File: src/rtl/rmsef_pkg.sv
// ----------------------------------------------------------------------------
// rmsef_pkg
// Shared types and constants for the RMS envelope follower.
// ----------------------------------------------------------------------------
package rmsef_pkg;

    localparam int unsigned TEN_LOG10_2_Q24 = 32'd50504453;
    localparam int          DB_FLOOR_Q88    = -24576;
    localparam int          DB_FLOOR_MAG    = 24576;
    localparam int          LOG_FRAC_BITS   = 16;

    localparam logic [1:0] REG_ATTACK  = 2'd0;
    localparam logic [1:0] REG_RELEASE = 2'd1;
    localparam logic [1:0] REG_LOG     = 2'd2;
    localparam logic [1:0] REG_STEREO  = 2'd3;

    typedef enum logic [3:0] {
        OP_IDLE,
        OP_LOAD,
        OP_SQUARE,
        OP_DIFF,
        OP_MUL,
        OP_UPDATE,
        OP_SQRT_INIT,
        OP_SQRT,
        OP_NORM_INIT,
        OP_NORM,
        OP_LOG_INIT,
        OP_LOG,
        OP_DB_MUL,
        OP_LIN_OUT,
        OP_DB_OUT
    } op_t;

    typedef struct packed {
        op_t op;
    } cmd_t;

    typedef struct packed {
        logic log_mode;
        logic env_zero;
        logic norm_done;
    } status_t;

endpackage

File: src/rtl/rmsef_ctrl.sv
// ----------------------------------------------------------------------------
// rmsef_ctrl
// Sequencer for the envelope follower: steps the datapath through square,
// smoothing multiply, and root or logarithm, and owns the result handshake.
// ----------------------------------------------------------------------------
module rmsef_ctrl
    import rmsef_pkg::*;
#(
    parameter int SAMPLE_WIDTH = 16,
    parameter int COEF_WIDTH   = 16
)
(
    input  logic    clk,
    input  logic    rst_n,
    input  logic    in_valid,
    output logic    in_ready,
    output logic    out_valid,
    input  logic    out_ready,
    output cmd_t    cmd,
    input  status_t status
);

    localparam int MAXC0 = (COEF_WIDTH > SAMPLE_WIDTH) ? COEF_WIDTH : SAMPLE_WIDTH;
    localparam int MAXC  = (MAXC0 > LOG_FRAC_BITS) ? MAXC0 : LOG_FRAC_BITS;
    localparam int CNT_W = $clog2(MAXC + 1);

    typedef enum logic [3:0] {
        S_IDLE,
        S_SQUARE,
        S_DIFF,
        S_MUL,
        S_UPDATE,
        S_BRANCH,
        S_SQRT,
        S_NORM,
        S_LOG,
        S_DB_MUL,
        S_FIN
    } state_t;

    state_t           state_reg, state_next;
    logic [CNT_W-1:0] cnt_reg, cnt_next;
    logic             out_valid_reg, out_valid_next;
    logic             fire;

    assign in_ready  = (state_reg == S_IDLE);
    assign out_valid = out_valid_reg;
    assign fire      = !out_valid_reg || out_ready;

    always_comb
    begin
        state_next     = state_reg;
        cnt_next       = cnt_reg;
        out_valid_next = out_valid_reg;
        cmd.op         = OP_IDLE;
        if (out_valid_reg && out_ready)
        begin
            out_valid_next = 1'b0;
        end
        case (state_reg)
            S_IDLE:
            begin
                if (in_valid)
                begin
                    cmd.op     = OP_LOAD;
                    state_next = S_SQUARE;
                end
            end
            S_SQUARE:
            begin
                cmd.op     = OP_SQUARE;
                state_next = S_DIFF;
            end
            S_DIFF:
            begin
                cmd.op     = OP_DIFF;
                cnt_next   = CNT_W'(COEF_WIDTH - 1);
                state_next = S_MUL;
            end
            S_MUL:
            begin
                cmd.op = OP_MUL;
                if (cnt_reg == '0)
                begin
                    state_next = S_UPDATE;
                end
                else
                begin
                    cnt_next = cnt_reg - 1'b1;
                end
            end
            S_UPDATE:
            begin
                cmd.op     = OP_UPDATE;
                state_next = S_BRANCH;
            end
            S_BRANCH:
            begin
                if (status.log_mode)
                begin
                    cmd.op     = OP_NORM_INIT;
                    state_next = status.env_zero ? S_FIN : S_NORM;
                end
                else
                begin
                    cmd.op     = OP_SQRT_INIT;
                    cnt_next   = CNT_W'(SAMPLE_WIDTH - 1);
                    state_next = S_SQRT;
                end
            end
            S_SQRT:
            begin
                cmd.op = OP_SQRT;
                if (cnt_reg == '0)
                begin
                    state_next = S_FIN;
                end
                else
                begin
                    cnt_next = cnt_reg - 1'b1;
                end
            end
            S_NORM:
            begin
                if (status.norm_done)
                begin
                    cmd.op     = OP_LOG_INIT;
                    cnt_next   = CNT_W'(LOG_FRAC_BITS - 1);
                    state_next = S_LOG;
                end
                else
                begin
                    cmd.op = OP_NORM;
                end
            end
            S_LOG:
            begin
                cmd.op = OP_LOG;
                if (cnt_reg == '0)
                begin
                    state_next = S_DB_MUL;
                end
                else
                begin
                    cnt_next = cnt_reg - 1'b1;
                end
            end
            S_DB_MUL:
            begin
                cmd.op     = OP_DB_MUL;
                state_next = S_FIN;
            end
            S_FIN:
            begin
                if (fire)
                begin
                    cmd.op         = status.log_mode ? OP_DB_OUT : OP_LIN_OUT;
                    out_valid_next = 1'b1;
                    state_next     = S_IDLE;
                end
            end
            default:
            begin
                state_next = S_IDLE;
            end
        endcase
    end

    always_ff @(posedge clk or negedge rst_n)
    begin
        if (!rst_n)
        begin
            state_reg     <= S_IDLE;
            cnt_reg       <= '0;
            out_valid_reg <= 1'b0;
        end
        else
        begin
            state_reg     <= state_next;
            cnt_reg       <= cnt_next;
            out_valid_reg <= out_valid_next;
        end
    end

endmodule

File: src/rtl/rmsef_datapath.sv
// ----------------------------------------------------------------------------
// rmsef_datapath
// Configuration registers, envelope state, shift-add smoothing multiplier,
// digit-by-digit square root and squaring log2 unit.
// ----------------------------------------------------------------------------
module rmsef_datapath
    import rmsef_pkg::*;
#(
    parameter int SAMPLE_WIDTH = 16,
    parameter int COEF_WIDTH   = 16
)
(
    input  logic                           clk,
    input  logic                           rst_n,
    input  logic                           cfg_we,
    input  logic [1:0]                     cfg_index,
    input  logic [COEF_WIDTH-1:0]          cfg_data,
    input  logic signed [SAMPLE_WIDTH-1:0] sample_left,
    input  logic signed [SAMPLE_WIDTH-1:0] sample_right,
    input  cmd_t                           cmd,
    output status_t                        status,
    output logic signed [SAMPLE_WIDTH:0]   level
);

    localparam int SW   = SAMPLE_WIDTH;
    localparam int CW   = COEF_WIDTH;
    localparam int EW   = 2 * SW - 1;
    localparam int AW   = SW + 1;
    localparam int SSW  = SW + 2;
    localparam int MW   = EW + CW;
    localparam int RW   = SW + 3;
    localparam int OW   = SW + 1;
    localparam int PW   = $clog2(EW);
    localparam int L2W  = PW + LOG_FRAC_BITS;
    localparam int PRW  = L2W + 27;
    localparam int QW   = PRW - 32;
    localparam logic [L2W-1:0] FULL = L2W'(EW - 1) << LOG_FRAC_BITS;

    logic [CW-1:0]  attack_reg, release_reg;
    logic           log_reg, stereo_reg;
    logic [EW-1:0]  env_reg;
    logic [AW-1:0]  abs_l_reg, abs_r_reg;
    logic [EW-1:0]  x_reg;
    logic           rise_reg;
    logic [CW-1:0]  coef_sh_reg;
    logic [MW-1:0]  d_sh_reg, acc_reg;
    logic [2*SW-1:0] v_sh_reg;
    logic [RW-1:0]  rem_reg;
    logic [SW-1:0]  root_reg;
    logic [EW-1:0]  norm_reg;
    logic [PW-1:0]  p_reg;
    logic [31:0]    lx_reg;
    logic [LOG_FRAC_BITS-1:0] frac_reg;
    logic           ge_reg;
    logic [PRW-1:0] prod_reg;
    logic [OW-1:0]  level_reg;

    logic [AW-1:0]  ext_l, ext_r;
    logic [SSW-1:0] sum;
    logic [2*SSW-1:0] sq;
    logic [EW-1:0]  sc, x_sq;
    logic [RW-1:0]  rem_t, trial;
    logic [EW+31:0] norm_full;
    logic [63:0]    lsq;
    logic [32:0]    lt;
    logic [L2W-1:0] l2;
    logic [PRW-1:0] prod_rnd;
    logic [QW-1:0]  q;
    logic signed [QW:0] dbv;
    logic [OW-1:0]  db_level;

    assign ext_l = {sample_left[SW-1], sample_left};
    assign ext_r = {sample_right[SW-1], sample_right};
    assign sum   = stereo_reg ? (SSW'(abs_l_reg) + SSW'(abs_r_reg)) : SSW'(abs_l_reg);
    assign sq    = sum * sum;
    assign x_sq  = stereo_reg ? EW'(sq >> 2) : EW'(sq);
    assign sc    = EW'(acc_reg >> CW);
    assign rem_t = {rem_reg[RW-3:0], v_sh_reg[2*SW-1 -: 2]};
    assign trial = RW'({root_reg, 2'b01});
    assign norm_full = {norm_reg, 32'd0};
    assign lsq   = lx_reg * lx_reg;
    assign lt    = lsq[63:31];
    assign l2    = {p_reg, frac_reg};
    assign prod_rnd = prod_reg + (PRW'(1) << 31);
    assign q     = prod_rnd[PRW-1:32];
    assign dbv   = -$signed({1'b0, q});

    always_comb
    begin
        if (ge_reg)
        begin
            db_level = '0;
        end
        else if (q >= QW'(DB_FLOOR_MAG))
        begin
            db_level = OW'(DB_FLOOR_Q88);
        end
        else
        begin
            db_level = OW'(dbv);
        end
        if (env_reg == '0)
        begin
            db_level = OW'(DB_FLOOR_Q88);
        end
    end

    assign status.log_mode  = log_reg;
    assign status.env_zero  = (env_reg == '0);
    assign status.norm_done = norm_reg[EW-1];
    assign level            = $signed(level_reg);

    always_ff @(posedge clk or negedge rst_n)
    begin
        if (!rst_n)
        begin
            attack_reg  <= '0;
            release_reg <= '0;
            log_reg     <= 1'b0;
            stereo_reg  <= 1'b0;
            env_reg     <= '0;
        end
        else
        begin
            if (cfg_we)
            begin
                case (cfg_index)
                    REG_ATTACK:  attack_reg  <= cfg_data;
                    REG_RELEASE: release_reg <= cfg_data;
                    REG_LOG:     log_reg     <= cfg_data[0];
                    REG_STEREO:  stereo_reg  <= cfg_data[0];
                    default:     ;
                endcase
            end
            if (cmd.op == OP_UPDATE)
            begin
                env_reg <= rise_reg ? (x_reg - sc) : (x_reg + sc);
            end
        end
    end

    always_ff @(posedge clk)
    begin
        case (cmd.op)
            OP_LOAD:
            begin
                abs_l_reg <= sample_left[SW-1] ? -ext_l : ext_l;
                abs_r_reg <= sample_right[SW-1] ? -ext_r : ext_r;
            end
            OP_SQUARE:
            begin
                x_reg <= x_sq;
            end
            OP_DIFF:
            begin
                rise_reg    <= (x_reg > env_reg);
                coef_sh_reg <= (x_reg > env_reg) ? attack_reg : release_reg;
                d_sh_reg    <= (x_reg > env_reg) ? MW'(x_reg - env_reg) : MW'(env_reg - x_reg);
                acc_reg     <= '0;
            end
            OP_MUL:
            begin
                if (coef_sh_reg[0])
                begin
                    acc_reg <= acc_reg + d_sh_reg;
                end
                coef_sh_reg <= coef_sh_reg >> 1;
                d_sh_reg    <= d_sh_reg << 1;
            end
            OP_SQRT_INIT:
            begin
                v_sh_reg <= {1'b0, env_reg};
                rem_reg  <= '0;
                root_reg <= '0;
            end
            OP_SQRT:
            begin
                v_sh_reg <= v_sh_reg << 2;
                if (rem_t >= trial)
                begin
                    rem_reg  <= rem_t - trial;
                    root_reg <= {root_reg[SW-2:0], 1'b1};
                end
                else
                begin
                    rem_reg  <= rem_t;
                    root_reg <= {root_reg[SW-2:0], 1'b0};
                end
            end
            OP_NORM_INIT:
            begin
                norm_reg <= env_reg;
                p_reg    <= PW'(EW - 1);
            end
            OP_NORM:
            begin
                norm_reg <= norm_reg << 1;
                p_reg    <= p_reg - 1'b1;
            end
            OP_LOG_INIT:
            begin
                lx_reg   <= norm_full[EW+31 -: 32];
                frac_reg <= '0;
            end
            OP_LOG:
            begin
                lx_reg   <= lt[32] ? lt[32:1] : lt[31:0];
                frac_reg <= {frac_reg[LOG_FRAC_BITS-2:0], lt[32]};
            end
            OP_DB_MUL:
            begin
                ge_reg   <= (l2 >= FULL);
                prod_reg <= PRW'(FULL - l2) * PRW'(TEN_LOG10_2_Q24);
            end
            OP_LIN_OUT:
            begin
                level_reg <= {1'b0, root_reg};
            end
            OP_DB_OUT:
            begin
                level_reg <= db_level;
            end
            default:
            begin
            end
        endcase
    end

endmodule

File: src/rtl/rms_envelope_follower_core.sv
// ----------------------------------------------------------------------------
// rms_envelope_follower_core
// RMS envelope follower with attack/release smoothing, linear or dB output.
// ----------------------------------------------------------------------------
// Usage:
//   Input channel (in_valid/in_ready) takes one sample pair per item; the
//   right sample is used only in stereo mode. Output channel
//   (out_valid/out_ready) gives one level per item.
//   Configuration is written through cfg_we/cfg_index/cfg_data while idle.
//   An accepted item is squared and compared with the envelope, smoothed by
//   the shift-add multiplier over COEF_WIDTH coefficient bits, written to the
//   envelope and branched on the mode. Linear mode then takes the root one
//   bit at a time over SAMPLE_WIDTH bits and outputs it. Decibel mode
//   normalizes, forms LOG_FRAC_BITS log2 fraction bits by squaring, does one
//   multiply and outputs; a zero envelope goes straight to the output. One
//   item is in work at a time; in_ready is high only while the sequencer is
//   idle.
//   A finished level waits in the output register; a new item may be taken
//   meanwhile, and its result is held back until the old one is taken.
//   Reset clears the configuration registers, the envelope and the output valid flag.
// ----------------------------------------------------------------------------
module rms_envelope_follower_core
    import rmsef_pkg::*;
#(
    parameter int SAMPLE_WIDTH = 16,
    parameter int COEF_WIDTH   = 16
)
(
    input  logic                           clk,
    input  logic                           rst_n,
    input  logic                           cfg_we,
    input  logic [1:0]                     cfg_index,
    input  logic [COEF_WIDTH-1:0]          cfg_data,
    input  logic                           in_valid,
    output logic                           in_ready,
    input  logic signed [SAMPLE_WIDTH-1:0] sample_left,
    input  logic signed [SAMPLE_WIDTH-1:0] sample_right,
    output logic                           out_valid,
    input  logic                           out_ready,
    output logic signed [SAMPLE_WIDTH:0]   level
);

    cmd_t    cmd;
    status_t status;

    rmsef_ctrl #(
        .SAMPLE_WIDTH (SAMPLE_WIDTH),
        .COEF_WIDTH   (COEF_WIDTH)
    ) u_ctrl (
        .clk       (clk),
        .rst_n     (rst_n),
        .in_valid  (in_valid),
        .in_ready  (in_ready),
        .out_valid (out_valid),
        .out_ready (out_ready),
        .cmd       (cmd),
        .status    (status)
    );

    rmsef_datapath #(
        .SAMPLE_WIDTH (SAMPLE_WIDTH),
        .COEF_WIDTH   (COEF_WIDTH)
    ) u_dp (
        .clk          (clk),
        .rst_n        (rst_n),
        .cfg_we       (cfg_we),
        .cfg_index    (cfg_index),
        .cfg_data     (cfg_data),
        .sample_left  (sample_left),
        .sample_right (sample_right),
        .cmd          (cmd),
        .status       (status),
        .level        (level)
    );

endmodule

File: config.mk
export PLATFORM = sky130hd
export DESIGN_NAME = rms_envelope_follower_core
export DESIGN_NICKNAME = d
export VERILOG_FILES = /design/src/rtl/rmsef_pkg.sv /design/src/rtl/rmsef_ctrl.sv /design/src/rtl/rmsef_datapath.sv /design/src/rtl/rms_envelope_follower_core.sv
export SDC_FILE = /design/constraint.sdc
export NUM_CORES = 2
export LEC_CHECK = 0
export BUFFER_PORTS_ARGS = -buffer_cell sky130_fd_sc_hd__buf_2
export CORE_AREA = 2 2 497 252
export CTS_CLUSTER_DIAMETER = 200
export DETAILED_ROUTE_END_ITERATION = 10
export DIE_AREA = 0 0 499 254
export GPL_ROUTABILITY_DRIVEN = 0
export PLACE_DENSITY_LB_ADDON = 0.25
export SLEW_MARGIN = 20
export SYNTH_ARGS = -nofsm -noshare
export SYNTH_HDL_FRONTEND = slang
export SYNTH_SLANG_ARGS = --single-unit
File: constraint.sdc
create_clock -name clk -period 18.7 [get_ports clk]
set_input_delay 0.935 -clock clk [delete_from_list [all_inputs] [get_ports clk]]
set_output_delay 0.935 -clock clk [all_outputs]
set_load 0.02 [all_outputs]
# Word level (Yosys, flattened, before mapping)
# Cells that the tools add are included.
# word_totals
elab_cells	152
in_bits	55
n_memories	0
latch_bits	0
rom_bits	0
ramBits	0
regBits	466
output_inout_bits	19
# op_classes
addsub	14
mux	47
eq_ne	36
magnitude_cmp	4
multipliers	3
div	0
shift	0
reduce_logical	21
bitwise	0
# op_table
cell	count
case mux 47 bit (2 select lines)	2
case mux 32 bit (2 select lines)	2
case mux 16 bit (2 select lines)	3
2-to-1 mux 47 bit	2
case mux 4 bit (11 select lines)	2
2-to-1 mux 17 bit	4
case mux 17 bit (2 select lines)	2
multiplier 32 x 32 -> 64 bit	1
subtractor 31 x 31 -> 32 bit	2
2-to-1 mux 31 bit	2
case mux 31 bit (2 select lines)	1
adder 48 x 32 -> 48 bit (second input constant)	1
multiplier 48 x 26 -> 48 bit (second input constant)	1
adder 47 bit	1
== test 4 bit (second input constant)	10
2-to-1 mux 4 bit	10
negation 17 bit	2
multiplier 18 x 18 -> 33 bit	1
== test 4 x 3 -> 1 bit (second input constant)	8
2-to-1 mux 32 bit	1
adder 31 bit	1
greater-than comparator 31 bit	1
zero test 31 bit	1
subtractor 31 bit	1
34 further kinds	63

# Logic depth before layout (Yosys ltp)
# logic_depth
word_depth	7
depth_mapped	36

# Modules after synthesis
# Synthesis repeated with hierarchy kept, for this count alone.
# unflattened
cells_unflattened	7588
hier_area_um2	71843.9
# by_module_without_submodules
mod	area_per_inst_um2	cells_each	seq_area_each_um2	n_inst
rmsef_datapath	71045.6	7492	12436.9	1
rmsef_ctrl	798.3	96	250.2	1

# Worst setup path after synthesis
# Ideal clock, no wire load.
# synth_path
path_type	reg2reg
startpoint	register u_dp.abs_l_reg[0]
endpoint	register u_dp.x_reg[29] (data pin)
setup_ps	176
t_required_ps	18524
arrival_time_ps	8403
path_stages_with_launch	33
setup_slack_ps	10121
path_cell_list	edfxtp_1 > ha_1 > fa_1 > a211o_1 > o211ai_1 > a211o_1 > nor3b_1 > xnor2_1 > mux2i_1 > clkinv_1 > nand2_1 > fa_1 > fa_1 > fa_1 > inv_1 > fa_1 > inv_1 > fa_1 > inv_1 > fa_1 > ha_1 > clkbuf_1 > a21o_1 > and2_1 > o21ai_0 > a21boi_0 > a311oi_1 > o31ai_1 > nand2_1 > a31oi_1 > o2111ai_1 > o2111a_1 > nor4_1
# synth_via
elab_chain_len	4
# synth_lines
element	line_no	text
from (decl)	rmsef_datapath.sv:42	logic [AW-1:0] abs_l_reg, abs_r_reg;
from (signal assigned)	rmsef_datapath.sv:147	abs_l_reg <= sample_left[SW-1] ? -ext_l : ext_l;
adder 17 x 17 -> 18 bit	rmsef_datapath.sv:74	assign sum = stereo_reg ? (SSW'(abs_l_reg) + SSW'(abs_r_reg)) : SSW'(abs_l_reg);
2-to-1 mux 18 bit *	rmsef_datapath.sv:74	
multiplier 18 x 18 -> 33 bit *	rmsef_datapath.sv:75	assign sq = sum * sum;
2-to-1 mux 31 bit *	rmsef_datapath.sv:76	assign x_sq = stereo_reg ? EW'(sq >> 2) : EW'(sq);
via u_dp.x_sq[29]	rmsef_datapath.sv:61	logic [EW-1:0] sc, x_sq;
to (signal assigned)	rmsef_datapath.sv:152	x_reg <= x_sq;
to (decl)	rmsef_datapath.sv:43	logic [EW-1:0] x_reg;
# The timed path passes the listed nets; every way through them passes the cells marked *.
# A chain may end at the register's enable or synchronous reset.

# Final worst setup path
# Ends and elaborated chain as after synthesis.

==> flow_summary_export.csv <==
group,metric,value,unit
clock_network,insertion_delay,640,ps
critical_path,cp-start-kind,"register",
critical_path,slowest_delay,810,ps
synth,ys_ff_latch,435,
floorplanning,die_h,254,um
synth,synth_edf_count,360,
route,ant_nets,0,
place,io_buffers,73,
timing,rsz0062_at_grt,"no",
timing,fin_crit_sh,0.547,
timing,slew_viol_final,0,
synth,synth_flop_cell,"edfxtp_1",
critical_path,rrSetupSlack,8460,ps
synth,synthArstFlopShare,0.172,
cells_and_area,fillers,10100,
place,place.detailed.hpwl,173000,um
critical_path,crit_slowest_cell,"mux2i_1",
critical_path,path_class,"reg -> reg",
route,firstDrtPassIters,7,
clock_network,cts_hold_buf,0,
route,drtIter0Drc,6962,
clock_network,cts-root-buf,"clkbuf_16",
cells_and_area,multi_input_area,52800,um2
timing,timing.fmax,97.7,MHz
critical_path,critPathArrivalTime,10690,ps
cells_and_area,layout_commonest_cell,"inv_1",
global_routing,grt_overflow,0,
synth,avgSynthCellArea,9.29,um2
cells_and_area,fin_util,0.626,
critical_path,critical_path_required,19160,ps
floorplanning,start_util,0.597,
global_routing,grt_pass1_wl,335000,um
critical_path,rr_worst_depth,31,
clock_network,ctsResizeCount,0,
critical_path,crit_top_cell,"fa_1",
synth,yosys_warnings,0,
synth,yosysSeqAreaShare,0.174,
clock_network,htreeDepth,2,
route,vias,56000,
critical_path,worstPathMaxFanout,10,
place,dp_slack,8670,ps
timing,fin_crit,10240,ps
cells_and_area,num_antenna_cells,0,
floorplanning,die_w,499,um
synth,synth_area,73000,um2
synth,synthCells,7858,
route,drcViolationCount,0,
clock_network,cts_inserted_buffers,44,
cells_and_area,final_cell_mix,"1750 x inv_1, 1165 x fa_1, 757 x nand2_1, 750 x ha_1, 460 x nor2_1",
clock_network,cts_buffer_depth,3,
route,wire_per_inst,22.5,um
clock_network,cts_num_sinks,435,
cells_and_area,fin_nets,9779,
timing,fin_ws,8460,ps
global_routing,antenna_found_initial,3,
floorplanning,core-area,122000,um2
timing,finalClockSkew,33.8,ps
cells_and_area,drive_gt1_frac,0.0430,
cells_and_area,final-seq-area,12700,um2
critical_path,r2r-start,"u_dp.abs_l_reg[0]",
clock_network,clk_pin_slew,70,ps
global_routing,grt_max_degree,75,
worst_hold_path,hold_path.class,"in -> async",
cells_and_area,fin_cells,9471,
floorplanning,rows,91,
synth,synth_cell_types,98,
critical_path,r2r-end,"u_dp.x_reg[29]",
timing,slew_headroom,0.277,
critical_path,cp-end-kind,"register",
flow_run,drv_cap,0,
cells_and_area,syn_to_final_growth,4.90,%
timing,hold_viol,0,
timing,worst_slew_pin_slew,1080,ps
floorplanning,dieArea,127000,um2
clock_network,cts_setup_buffers,0,
timing,setup-violations-final,0,
global_routing,grt_pass1_vias,56700,
route,routed_wirelength,213000,um
route,via_per_inst,5.91,
timing,fin_setup_tns,0,ps
place,dp.cells,9390,
run_status,status,"finished clean",
floorplanning,io_pins,74,
clock_network,cts_tree,"built",
global_routing,grt_use_total,0.345,
[critical path, delay by kind of cell (launching register included)]
kind	cells	cell delay, ps
adder cells (fa/ha/maj)	9	4040
AO/OA/AOI/OAI	11	2830
AND/OR/NAND/NOR	5	1050
multiplexers	1	810
buffers and inverters	4	780
flip-flops	1	430
XOR/XNOR	1	110
[through the flow]
step	instance area [um2]	hold WS, ps
2_1_floorplan	73000	479
6_report	76600	195
3_5_place_dp	75100	493
4_1_cts	76600	175
3_3_place_gp	75100	487
5_1_grt	76600	184
[final cells by class]
class	instances	area share
clock buffers	59	0.0158
clock inverters	22	0.00312
inverters	1764	0.0864
multi-input cells	5407	0.689
flip-flops and latches	435	0.166
well taps	1627	0.0266
repair buffers	157	0.0130
[cells by family after synthesis]
group | synth area share
buf+inv | 0.104
fa+ha+maj | 0.448
simple gates | 0.119
compound gates | 0.0988
flops | 0.174
xor+xnor | 0.0392
mux | 0.0167
other cells | 0.0000513
[synth_stat cells, types with 19 or more instances]
master | number | area share
inv_1 | 1750 | 0.090
o31ai_1 | 27 | 0.0028
ha_1 | 750 | 0.13
nor4_1 | 26 | 0.0022
clkbuf_1 | 218 | 0.011
xnor2_1 | 209 | 0.025
mux2i_1 | 70 | 0.0096
edfxtp_1 | 360 | 0.15
a21o_1 | 129 | 0.013
mux2_2 | 46 | 0.0071
dfrtp_1 | 75 | 0.026
fa_1 | 1165 | 0.32
a211oi_1 | 32 | 0.0033
and2_1 | 181 | 0.016
nand4_1 | 52 | 0.0045
a21boi_0 | 21 | 0.0022
xor2_1 | 116 | 0.014
o21a_1 | 43 | 0.0044
nor3_1 | 87 | 0.0060
o21bai_1 | 35 | 0.0036
nand3_1 | 95 | 0.0065
nand2_1 | 758 | 0.039
or3_1 | 26 | 0.0022
nor2_1 | 462 | 0.024
and3_1 | 55 | 0.0047
a211o_1 | 19 | 0.0023
a21oi_1 | 329 | 0.023
nand2b_1 | 48 | 0.0041
nor2b_1 | 37 | 0.0032
a31oi_1 | 24 | 0.0021
o21ai_0 | 329 | 0.023
[metal layers]
layer,wire length (um),vias to the layer above,track usage
li1,-,24900,-
met1,94900,27300,0.541
met2,76500,3546,0.430
met3,37000,302,0.159
met4,4040,6,0.0551
met5,160,-,0.00761
[how the worst max path moves through the flow]
stage | from | depth (start not counted) | slack (ps) | end
2_1_floorplan | u_dp.abs_l_reg[0] | 32 | 10120 | u_dp.x_reg[29]
3_3_place_gp | u_dp.abs_l_reg[0] | 31 | 8970 | u_dp.x_reg[29]
3_5_place_dp | u_dp.abs_l_reg[0] | 31 | 8670 | u_dp.x_reg[29]
4_1_cts | u_dp.abs_l_reg[0] | 31 | 8630 | u_dp.x_reg[29]
5_1_grt | u_dp.abs_l_reg[0] | 31 | 7850 | u_dp.x_reg[29]
6_report | u_dp.abs_l_reg[0] | 31 | 8460 | u_dp.x_reg[29]
Power is left out: the tool's default activity adds up to more than one toggle a clock period on the data nets, which glitch-free logic cannot reach.
